## src/rtl/core/rngb_pkg.sv

```systemverilog
package rngb_pkg;

    localparam int MAX_POINTS = 32;
    localparam int AW         = (MAX_POINTS > 1) ? $clog2(MAX_POINTS) : 1;
    localparam int ROW_LIMIT  = (MAX_POINTS < 32) ? MAX_POINTS : 32;

    localparam int IDX_W      = 5;
    localparam int ROW_W      = 6;
    localparam int EXT_W      = 7;
    localparam int COORD_W    = 10;
    localparam int RADIUS_W   = 11;
    localparam int COUNT_W    = 6;
    localparam int R2_W       = 2 * RADIUS_W;
    localparam int SQ_W       = 2 * COORD_W;
    localparam int D2_W       = 22;
    localparam int FRAC_W     = 4;
    localparam int SQRT_IN_W  = D2_W + 2 * FRAC_W;
    localparam int ROOT_W     = SQRT_IN_W / 2;
    localparam int WEIGHT_W   = 15;
    localparam int CFG_IDX_W  = 2;
    localparam int CFG_DATA_W = 11;

    localparam logic [RADIUS_W-1:0] RADIUS_RESET = RADIUS_W'(200);
    localparam logic [COUNT_W-1:0]  COUNT_RESET  = COUNT_W'(28);

    localparam logic OP_WRITE = 1'b0;
    localparam logic OP_QUERY = 1'b1;

    localparam logic [CFG_IDX_W-1:0] CFG_RADIUS = CFG_IDX_W'(0);
    localparam logic [CFG_IDX_W-1:0] CFG_COUNT  = CFG_IDX_W'(1);

    typedef struct packed {
        logic               opcode;
        logic [IDX_W-1:0]   point_index;
        logic [COORD_W-1:0] coord_x;
        logic [COORD_W-1:0] coord_y;
    } t_cmd;

    typedef struct packed {
        logic [IDX_W-1:0]    neighbor_index;
        logic                edge_present;
        logic [WEIGHT_W-1:0] edge_weight;
        logic                last_in_row;
    } t_res;

    typedef struct packed {
        logic [COORD_W-1:0] x;
        logic [COORD_W-1:0] y;
    } t_point;

endpackage

```

## src/rtl/core/rngb_point_mem.sv

```systemverilog
module rngb_point_mem (
    input  logic                 i_clk,
    input  logic                 i_we,
    input  logic [rngb_pkg::AW-1:0] i_waddr,
    input  rngb_pkg::t_point     i_wdata,
    input  logic [rngb_pkg::AW-1:0] i_raddr,
    output rngb_pkg::t_point     o_rdata
);
    import rngb_pkg::*;

    t_point r_mem [MAX_POINTS];
    t_point r_rdata;

    always_ff @(posedge i_clk) begin
        if (i_we) begin
            r_mem[i_waddr] <= i_wdata;
        end
    end

    always_ff @(posedge i_clk) begin
        r_rdata <= r_mem[i_raddr];
    end

    assign o_rdata = r_rdata;

endmodule

```

## src/rtl/core/rngb_isqrt.sv

```systemverilog
module rngb_isqrt (
    input  logic                         i_clk,
    input  logic                         i_rst_n,
    input  logic                         i_start,
    input  logic [rngb_pkg::SQRT_IN_W-1:0] i_radicand,
    output logic                         o_done,
    output logic [rngb_pkg::ROOT_W-1:0]  o_root
);
    import rngb_pkg::*;

    localparam int REM_W = ROOT_W + 3;
    localparam int CNT_W = $clog2(ROOT_W);

    logic                 r_run;
    logic                 r_done;
    logic [CNT_W-1:0]     r_cnt;
    logic [SQRT_IN_W-1:0] r_rad;
    logic [REM_W-1:0]     r_rem;
    logic [ROOT_W-1:0]    r_root;

    logic [REM_W-1:0]     rem_sh;
    logic [REM_W-1:0]     trial;
    logic                 fits;
    logic [REM_W-1:0]     n_rem;
    logic [ROOT_W-1:0]    n_root;

    // one root bit per cycle, two radicand bits brought down each step
    always_comb begin
        rem_sh = {r_rem[REM_W-3:0], r_rad[SQRT_IN_W-1 -: 2]};
        trial  = REM_W'({r_root, 2'b01});
        fits   = (rem_sh >= trial);
        n_rem  = fits ? (rem_sh - trial) : rem_sh;
        n_root = {r_root[ROOT_W-2:0], fits};
    end

    always_ff @(posedge i_clk) begin
        if (!i_rst_n) begin
            r_run  <= 1'b0;
            r_done <= 1'b0;
            r_cnt  <= '0;
        end else begin
            r_done <= 1'b0;
            if (i_start) begin
                r_run <= 1'b1;
                r_cnt <= CNT_W'(ROOT_W - 1);
            end else if (r_run) begin
                if (r_cnt == '0) begin
                    r_run  <= 1'b0;
                    r_done <= 1'b1;
                end else begin
                    r_cnt <= r_cnt - CNT_W'(1);
                end
            end
        end
    end

    always_ff @(posedge i_clk) begin
        if (i_start) begin
            r_rad  <= i_radicand;
            r_rem  <= '0;
            r_root <= '0;
        end else if (r_run) begin
            r_rad  <= {r_rad[SQRT_IN_W-3:0], 2'b00};
            r_rem  <= n_rem;
            r_root <= n_root;
        end
    end

    assign o_done = r_done;
    assign o_root = r_root;

endmodule

```

## src/rtl/core/radius_neighbor_graph_builder_unit.sv

```systemverilog
// Fixed-radius neighbor graph over a table of up to 32 points.
// Command channel: a transaction is taken when start is high and busy is low.
// A write command stores (coord_x, coord_y) at point_index and is done at once;
// busy stays low. A query command for point m walks j = 0 .. row length - 1,
// row length being point_count capped at the table depth, and emits one
// result per j on o_res, marked by o_res_strobe for one cycle. The receiver
// has no back-pressure: every strobe cycle is one delivered result.
// Per neighbor the walk reads the point, forms the differences, then the
// squares, then compares; an edge adds a pass through the one-bit-per-cycle
// square root unit before its result strobes. busy drops in
// the cycle the last result strobes. Point coordinates sit in a one-port
// write, one-port read memory with registered read data.
// Configuration writes (radius, point_count) are taken in any cycle; a query
// runs on the values present when it was accepted. Reset returns the
// registers to radius 200 and point_count 28 and aborts any query; the point
// table is not cleared.
module radius_neighbor_graph_builder_unit (
    input  logic                            i_clk,
    input  logic                            i_rst_n,
    input  logic                            start,
    output logic                            busy,
    input  rngb_pkg::t_cmd                  i_cmd,
    input  logic                            i_cfg_valid,
    output logic                            o_cfg_ready,
    input  logic [rngb_pkg::CFG_IDX_W-1:0]  i_cfg_index,
    input  logic [rngb_pkg::CFG_DATA_W-1:0] i_cfg_data,
    output logic                            o_res_strobe,
    output rngb_pkg::t_res                  o_res
);
    import rngb_pkg::*;

    localparam logic [2:0] S_IDLE = 3'd0;
    localparam logic [2:0] S_LDM  = 3'd1;
    localparam logic [2:0] S_DIFF = 3'd2;
    localparam logic [2:0] S_SQ   = 3'd3;
    localparam logic [2:0] S_SUM  = 3'd4;
    localparam logic [2:0] S_ROOT = 3'd5;

    localparam logic [EXT_W-1:0] MAX_EXT = EXT_W'(MAX_POINTS);
    localparam logic [ROW_W-1:0] ROW_CAP = ROW_W'(ROW_LIMIT);

    logic [2:0]          r_state, n_state;
    logic [ROW_W-1:0]    r_j, n_j;
    logic [RADIUS_W-1:0] r_radius;
    logic [COUNT_W-1:0]  r_count;
    logic [R2_W-1:0]     r_r2;
    logic [ROW_W-1:0]    r_n;
    logic [IDX_W-1:0]    r_m;
    logic                r_m_valid;
    t_point              r_mpt;
    logic [COORD_W-1:0]  r_dx, r_dy;
    logic [SQ_W-1:0]     r_sx, r_sy;
    logic                r_res_strobe;
    t_res                r_res;

    logic                cmd_acc;
    logic                m_ok;
    logic [ROW_W-1:0]    m_ext;
    logic [ROW_W-1:0]    row_len;
    logic                mem_we;
    logic [AW-1:0]       rd_addr;
    t_point              rd_data;
    t_point              wr_data;
    logic [D2_W-1:0]     d2;
    logic                edge_hit;
    logic                last_j;
    logic                emit;
    logic                emit_edge;
    logic                sqrt_start;
    logic                sqrt_done;
    logic [ROOT_W-1:0]   sqrt_root;

    assign busy        = (r_state != S_IDLE);
    assign o_cfg_ready = 1'b1;
    assign cmd_acc     = i_rst_n && start && (r_state == S_IDLE);
    assign m_ext       = ROW_W'(i_cmd.point_index);
    assign m_ok        = (EXT_W'(i_cmd.point_index) < MAX_EXT);
    assign row_len     = (ROW_W'(r_count) < ROW_CAP) ? ROW_W'(r_count) : ROW_CAP;
    assign mem_we      = cmd_acc && (i_cmd.opcode == OP_WRITE) && m_ok;
    assign wr_data     = '{x: i_cmd.coord_x, y: i_cmd.coord_y};
    assign rd_addr     = (r_state == S_IDLE) ? m_ext[AW-1:0] : n_j[AW-1:0];

    assign d2       = D2_W'(r_sx) + D2_W'(r_sy);
    assign edge_hit = r_m_valid && (r_j != ROW_W'(r_m)) && (d2 < r_r2);
    assign last_j   = ((r_j + ROW_W'(1)) == r_n);

    rngb_point_mem u_mem (
        .i_clk   (i_clk),
        .i_we    (mem_we),
        .i_waddr (m_ext[AW-1:0]),
        .i_wdata (wr_data),
        .i_raddr (rd_addr),
        .o_rdata (rd_data)
    );

    rngb_isqrt u_sqrt (
        .i_clk      (i_clk),
        .i_rst_n    (i_rst_n),
        .i_start    (sqrt_start),
        .i_radicand ({d2, {(2 * FRAC_W){1'b0}}}),
        .o_done     (sqrt_done),
        .o_root     (sqrt_root)
    );

    always_comb begin
        n_state    = r_state;
        n_j        = r_j;
        emit       = 1'b0;
        emit_edge  = 1'b0;
        sqrt_start = 1'b0;
        unique case (r_state)
            S_IDLE: begin
                n_j = '0;
                if (cmd_acc && (i_cmd.opcode == OP_QUERY) && (row_len != '0)) begin
                    n_state = S_LDM;
                end
            end
            S_LDM:  n_state = S_DIFF;
            S_DIFF: n_state = S_SQ;
            S_SQ:   n_state = S_SUM;
            S_SUM: begin
                if (edge_hit) begin
                    sqrt_start = 1'b1;
                    n_state    = S_ROOT;
                end else begin
                    emit = 1'b1;
                end
            end
            S_ROOT: begin
                if (sqrt_done) begin
                    emit      = 1'b1;
                    emit_edge = 1'b1;
                end
            end
            default: n_state = S_IDLE;
        endcase
        // emitting cycle also issues the read of the next point
        if (emit) begin
            if (last_j) begin
                n_state = S_IDLE;
                n_j     = '0;
            end else begin
                n_state = S_DIFF;
                n_j     = r_j + ROW_W'(1);
            end
        end
    end

    always_ff @(posedge i_clk) begin
        if (!i_rst_n) begin
            r_state      <= S_IDLE;
            r_j          <= '0;
            r_radius     <= RADIUS_RESET;
            r_count      <= COUNT_RESET;
            r_res_strobe <= 1'b0;
        end else begin
            r_state      <= n_state;
            r_j          <= n_j;
            r_res_strobe <= emit;
            if (i_cfg_valid) begin
                unique case (i_cfg_index)
                    CFG_RADIUS: r_radius <= i_cfg_data[RADIUS_W-1:0];
                    CFG_COUNT:  r_count  <= i_cfg_data[COUNT_W-1:0];
                    default: ;
                endcase
            end
        end
    end

    always_ff @(posedge i_clk) begin
        if (cmd_acc) begin
            r_r2      <= R2_W'(r_radius) * R2_W'(r_radius);
            r_n       <= row_len;
            r_m       <= i_cmd.point_index;
            r_m_valid <= m_ok;
        end
        if (r_state == S_LDM) begin
            r_mpt <= rd_data;
        end
        if (r_state == S_DIFF) begin
            r_dx <= (r_mpt.x > rd_data.x) ? (r_mpt.x - rd_data.x) : (rd_data.x - r_mpt.x);
            r_dy <= (r_mpt.y > rd_data.y) ? (r_mpt.y - rd_data.y) : (rd_data.y - r_mpt.y);
        end
        if (r_state == S_SQ) begin
            r_sx <= SQ_W'(r_dx) * SQ_W'(r_dx);
            r_sy <= SQ_W'(r_dy) * SQ_W'(r_dy);
        end
        if (emit) begin
            r_res.neighbor_index <= r_j[IDX_W-1:0];
            r_res.edge_present   <= emit_edge;
            r_res.edge_weight    <= emit_edge ? WEIGHT_W'(sqrt_root) : '0;
            r_res.last_in_row    <= last_j;
        end
    end

    assign o_res_strobe = r_res_strobe;
    assign o_res        = r_res;

endmodule

```

## config.mk

```make
export PLATFORM = sky130hd
export DESIGN_NAME = radius_neighbor_graph_builder_unit
export DESIGN_NICKNAME = d
export VERILOG_FILES = /design/src/rtl/core/rngb_pkg.sv /design/src/rtl/core/rngb_point_mem.sv /design/src/rtl/core/rngb_isqrt.sv /design/src/rtl/core/radius_neighbor_graph_builder_unit.sv
export SDC_FILE = /design/constraint.sdc
export NUM_CORES = 2
export LEC_CHECK = 0
export BUFFER_PORTS_ARGS = -buffer_cell sky130_fd_sc_hd__buf_2
export CAP_MARGIN = 25
export CORE_UTILIZATION = 60
export DETAILED_ROUTE_END_ITERATION = 6
export HOLD_SLACK_MARGIN = 0.15
export PLACE_DENSITY_LB_ADDON = 0.1
export SLEW_MARGIN = 20
export SYNTH_ARGS = -nofsm -noshare
export SYNTH_HDL_FRONTEND = slang
export SYNTH_SLANG_ARGS = --single-unit
```

## constraint.sdc

```tcl
create_clock -name i_clk -period 17.95 [get_ports i_clk]
set_clock_uncertainty 0.1 [all_clocks]
set_input_delay 4.4875 -clock i_clk [delete_from_list [all_inputs] [get_ports i_clk]]
set_output_delay 4.4875 -clock i_clk [all_outputs]
set_load 0.01 [all_outputs]
```

Word level (Yosys, flattened, before mapping)
Memories as Yosys holds them, arrays and structs flattened. A register that Yosys moved wholly into a read port is not among the register bits.
Index checks and enable logic that the tools add are counted.

cells by class
  mux-type cells = 30
  add/sub/neg operators = 8
  $mul = 3
  bitwise operators = 4
  $lt $le $gt $ge = 5
  reduce and logical (&&, ||, !) cells = 20
  eq/ne operators = 12

operators by type and width
  kind                 count
  $mux 30              2
  $mul 10x10->20       2
  $sub 10x10->10       4
  $mux 6               4
  $lt 21x22->1         1
  $mul 11x11->22       1
  $add 20x20->21       1
  $gt 10x10->1         2
  $mux 10              2
  $ge 18x17->1         1
  $pmux 3 s6           1
  $mux 16              1
  $sub 16x16->16       1
  $mux 4               3
  $mux 1               11
  $mux 3               3
  $reduce_and 2->1     4
  $add 6x1->6 const B  1
  $eq 3x2->1 const B   2
  $eq 3x3->1 const B   2
  $eq 6x6->1           1
  $logic_and 1x1->1    6
  $lt 6x6->1 const B   1
  $ne 6x5->1           1
  other kinds (19)     24

word-level totals
  bits in writable memories = 640
  memories = 1
  word-level logic and storage cells = 109
  output and inout bits = 25
  flip-flop bits (word level) = 221
  input bits = 43

memories
  name         words  bits a word  rd ports  clocked after Yosys merged registers in  wr ports  RTL line              source
  u_mem.r_mem  32     20           1         1                                        1         rngb_point_mem.sv:11  t_point r_mem [MAX_POINTS];

Logic depth before layout (Yosys ltp)
  depth after elaboration = 7
  gate-level depth with buffers = 27
  mapped depth without buffers = 23

Modules after synthesis
A second synthesis with hierarchy kept.

second synthesis, totals
  cell total of the unflattened synthesis = 3,447
  area, all modules = 46,133.0 sq um

modules (own cells, without submodules)
  module                              times used  seq. area each (sq um)  cells an instance  area each (sq um)
  rngb_point_mem                      1           19,618.8                1,414              25,553.3
  radius_neighbor_graph_builder_unit  1           4,504.3                 1,677              16,847.4
  rngb_isqrt                          1           1,641.6                 356                3,732.3

Worst setup path before layout
Ideal clock, no wire load.

  kind = in2reg
  start point = input i_rst_n
  end point = memory u_mem.r_mem[28][0] in the netlist's numbering (enable)
  buffers on the path = 1
  setup time = 397 ps
  data required time = 17,453 ps
  data arrival time = 6,237 ps
  slack = 11,217 ps
  stages on the path = 5
  path through = clkbuf_1 -> nand3_1 -> nor3b_1 -> nand3_1 -> nor2_1

on the way
  word-level cells in the longest chain between the ends = 5

ends and longest elaborated chain
  item                             RTL line                                  source
  start, declared                  radius_neighbor_graph_builder_unit.sv:19  input logic i_rst_n,
  $logic_and 1x1->1 (2 in series)  radius_neighbor_graph_builder_unit.sv:75  assign cmd_acc = i_rst_n && start && (r_state == S_IDLE);
  $logic_and 1x1->1                radius_neighbor_graph_builder_unit.sv:79  assign mem_we = cmd_acc && (i_cmd.opcode == OP_WRITE) && m_ok;
  $mux 1                           rngb_point_mem.sv:15                      if (i_we) begin
  $mux 1 (implied by the code)     rngb_point_mem.sv:16                      r_mem[i_waddr] <= i_wdata;
  end, declared                    rngb_point_mem.sv:11

Every way passes these cells.

Worst setup path in the final report
  start point = register r_sx[3]
  end point = register, netlist name u_mem.o_rdata[13]

on the way
  word-level cells in the longest chain between the ends = 7

ends and longest elaborated chain
  item                    RTL line                                   source
  start, declared         radius_neighbor_graph_builder_unit.sv:52   logic [SQ_W-1:0] r_sx, r_sy;
  start signal, assigned  radius_neighbor_graph_builder_unit.sv:185  r_sx <= SQ_W'(r_dx) * SQ_W'(r_dx);
  $add 20x20->21          radius_neighbor_graph_builder_unit.sv:83   assign d2 = D2_W'(r_sx) + D2_W'(r_sy);
  $lt 21x22->1            radius_neighbor_graph_builder_unit.sv:84   assign edge_hit = r_m_valid && (r_j != ROW_W'(r_m)) && (d2 < r_r2);
  $logic_and 1x1->1       radius_neighbor_graph_builder_unit.sv:84
  $mux 1                  radius_neighbor_graph_builder_unit.sv:122  if (edge_hit) begin
  $pmux 1 s2              radius_neighbor_graph_builder_unit.sv:111  unique case (r_state)
  $mux 6                  radius_neighbor_graph_builder_unit.sv:138  if (emit) begin
  $mux 5                  radius_neighbor_graph_builder_unit.sv:81   assign rd_addr = (r_state == S_IDLE) ? m_ext[AW-1:0] : n_j[AW-1:0];

Every way passes these cells.
A chain may end at the register's enable or synchronous reset.

==> summary.md <==
| Metric | Value |
|---|---|
| Detailed-routed wire length on met3 | 6435 um |
| Total standard cell area after synthesis | 45,470 um2 |
| Measured slew at the worst slew-check pin | 1.091 ns |
| WL final | 104,700 um |
| Clock Tree Root | sky130_fd_sc_hd__clkbuf_16 |
| Placed Instances | 4,789 |
| Core Area | 74,700 um2 |
| Largest net degree at the start of global routing | 192 |
| Net load switching power | 1.303 mW |
| Maximum clock rate | 0.1260 GHz |
| Final non-filler cell total | 4,957 |
| Via density per instance | 5.892 |
| I/O pin cnt | 68 |
| GRT Util Overall | 27.69% |
| Setup repair after global routing missed its margin | false |
| Leak | 19.45 nW |
| Number of enable-type register cells in the synthesized netlist | 794 |
| Power density over cell area | 98.62 nW/um2 |
| Number of I/O port buffers | 66 |
| Total count of max-transition violations in the final report | 0 |
| Mean Syn Cell Area | 11.69 um2 |
| Clock network fraction of design power | 36.5% |
| Antenna violation net count after detailed routing | 0 |
| Worst Setup Slack, final | 10.02 ns |
| Largest vdd supply drop | 0.0001039 V |
| Slew Limit Headroom | 27.07% |
| Clock tree buffer depth | 3 |
| Result of the run | finished, final reports clean |
| Placed wire-length estimate after detailed placement | 68,350 um |
| Number of storage elements in the synthesis netlist | 878 |
| DRC violations left | 0 |
| Final #Nets | 4,357 |
| Min cycle time layout | 7.935 ns |
| Wire length of the first global-routing pass | 164,200 um |
| Flop pwr share | 47.5% |
| Final RePlAce weighted congestion | 0.8777 |
| Clock tree from TritonCTS | yes |
| Starting Density | 60.87% |
| Switching Share | 26.62% |
| Initial antenna violation count | 4 |
| Top cell types by occurrence after synthesis | 794 x sky130_fd_sc_hd__edfxtp_1, 678 x sky130_fd_sc_hd__nand2_1, 333 x sky130_fd_sc_hd__inv_1 |
| Fraction of layout cells with a size suffix above 1 | 8.459% |
| Setup slack of the worst register-to-register path | 10.02 ns |
| Internal Dissipation | 3.592 mW |
| Critical path arrival | 8.40 ns |
| Count of warnings emitted by yosys | 0 |
| Area of the die | 76,890 um2 |
| Combinational power share | 16.0% |
| CTS Sinks | 878 |
| Worst hold slack | 0.3938 ns |
| Average wire per cell in the routed design | 21.13 um |
| Hold bufs inserted after CTS | 0 |
| Height of the die | 277.3 um |
| Final Cycle Share | 44.20% |
| Most area-consuming cells after synthesis | sky130_fd_sc_hd__edfxtp_1 52%, sky130_fd_sc_hd__fa_1 7.0%, sky130_fd_sc_hd__ha_1 6.7% |
| First-pass iteration count of the detailed router | 5 |
| Count of endpoints failing hold in the final timing report | 0 |
| Final setup violation count | 0 |
| Total power | 4.895 mW |
| Standard-cell rows | 100 |
| Area of all placed cells without fillers | 49,630 um2 |
| Synth async-reset ratio | 0% |
| Post-synthesis cell count | 3,891 |
| # H-tree levels | 3 |
| Area Growth Syn to Fin | 9.152% |
| Initial drt markers | 2,534 |
| Cell taking the most area after synthesis | sky130_fd_sc_hd__edfxtp_1 |
| Hold crit path type | flip-flop to flip-flop |
| Crit start category | flip-flop |
| Total gr overflow | 0 |
| Top-count cell post-synth | sky130_fd_sc_hd__edfxtp_1 |
| Overall die width | 277.3 um |
| CTS clk-pin slew, worst paths | 0.06 ns |
| Total negative slack for setup checks | 0 ns |
| Final cell utilization of the core | 66.44% |
| Area share of the leading cell type in the synthesized netlist | 52.44% |
| Met1 Wirelength | 42,500 um |
| PostCTS Resize Cnt | 0 |
| DP Worst Slack | 10.05 ns |
| Distinct cells, synth | 81 |
| Sequential fraction of the synthesis area | 56.13% |
| Largest fanout of any net on the critical path | 67 |
| Insertion delay of the later-clocked pin in the worst-skew pair | 0.66 ns |
| Post-Synthesis Net Count | 4,335 |
| TritonCTS Buffers | 88 |
| Post-DP Area | 46,750 um2 |
| Max Cap Violations | 0 |
| Setup repair bufs after CTS | 0 |
| Length of routed met2 wiring | 52,260 um |
| Post-synth top flop | sky130_fd_sc_hd__edfxtp_1 |
| Data required time at the worst endpoint | 18.42 ns |
| Vias in the first global route | 28,980 |
| Worst setup EP type | flip-flop |
| Crit Path Class | flip-flop to flip-flop |
| Vias after detailed routing | 29,210 |
| Top layer in use | met4 |
[registers in the layout (all words and copies together), names as in the netlist, 16 cells and up]
| register | flops |
|---|---|
| r_sx | 19 |
| r_r2 | 21 |
| u_sqrt.r_rad | 22 |
| r_mpt | 20 |
| u_mem.o_rdata | 20 |
| u_sqrt.r_rem | 16 |
| r_sy | 19 |
| o_res | 22 |
| u_mem.r_mem | 640 |
[area by class of cell]
class,count,area (um2)
Antenna cell,4,10.01
Clock buffer,114,2391
Inverter,333,1250
Tap cell,969,1212
Sequential cell,878,25530
Clock inverter,47,429.2
Timing Repair Buffer,118,790.8
Fill cell,5644,25070
Multi-Input combinational cell,2494,18020
[cells in the final DEF (no fill, tap or decap), types with 87 or more instances in the layout]
cell and instances:
sky130_fd_sc_hd__a21oi_1 251, sky130_fd_sc_hd__nor2_1 114, sky130_fd_sc_hd__ha_1 242, sky130_fd_sc_hd__fa_1 159
sky130_fd_sc_hd__and2_1 91, sky130_fd_sc_hd__nand2_1 678, sky130_fd_sc_hd__xnor2_1 87, sky130_fd_sc_hd__edfxtp_1 794
sky130_fd_sc_hd__nand3_1 156, sky130_fd_sc_hd__clkbuf_16 89, sky130_fd_sc_hd__inv_1 333
[routing by layer]
metal  up-vias  track usage, %
met5         -               0
met4         0           9.815
met2       925           46.98
met3       200           3.512
li1      13700               -
met1     14390           36.81
[power groups by stage]
stage	clock network [mW]	registers, mW	logic, mW
2_1_floorplan	0	2.34	0.583
3_3_place_gp	0	2.37	0.772
3_5_place_dp	0	2.37	0.782
4_1_cts	1.81	2.33	0.788
5_1_grt	1.89	2.33	0.880
6_report	1.79	2.33	0.781
[kinds of logic after synthesis]
| group | share of synthesized area [%] |
|---|---|
| other | 0.008247 |
| DFF | 56.13 |
| xor gates and xnor gates | 2.292 |
| and+or+nand+nor | 13.19 |
| adders and majority gates | 13.66 |
| muxes | 2.119 |
| AOI/OAI and AO/OA | 8.030 |
| buffers and inverters | 4.568 |
[worst max-delay path: stages (launching register included)]
cell	delay, ns
sky130_fd_sc_hd__edfxtp_1	0.37
sky130_fd_sc_hd__ha_1	0.33
sky130_fd_sc_hd__a21oi_1	0.10
sky130_fd_sc_hd__o21bai_1	0.20
sky130_fd_sc_hd__a21oi_1	0.15
sky130_fd_sc_hd__o21a_1	0.24
sky130_fd_sc_hd__o21ai_0	0.33
sky130_fd_sc_hd__o221ai_1	0.27
sky130_fd_sc_hd__o211ai_1	0.37
sky130_fd_sc_hd__nor4_1	0.11
sky130_fd_sc_hd__o41ai_1	0.56
sky130_fd_sc_hd__xor2_1	0.23
sky130_fd_sc_hd__ha_1	0.28
sky130_fd_sc_hd__a21o_1	0.19
sky130_fd_sc_hd__a21oi_1	0.12
sky130_fd_sc_hd__or2_2	0.12
sky130_fd_sc_hd__o211ai_2	0.23
sky130_fd_sc_hd__o21bai_2	0.69
sky130_fd_sc_hd__a21oi_1	0.20
sky130_fd_sc_hd__nor2_4	0.14
sky130_fd_sc_hd__buf_4	0.47
sky130_fd_sc_hd__buf_4	0.72
sky130_fd_sc_hd__nor2_2	0.33
sky130_fd_sc_hd__buf_8	0.25
sky130_fd_sc_hd__a32oi_1	0.20
sky130_fd_sc_hd__a31oi_1	0.20
sky130_fd_sc_hd__nor4_1	0.33
[worst paths after layout]
path                    start                end  cells past startpoint
max                   r_sx[3]  u_mem.o_rdata[13]                     26
max reg2reg           r_sx[3]  u_mem.o_rdata[13]                     26
min reg2reg  u_sqrt.o_root[0]   u_sqrt.o_root[1]                      2
min          u_sqrt.o_root[0]   u_sqrt.o_root[1]                      2
Note: power is estimated with default switching activity, not from simulation.
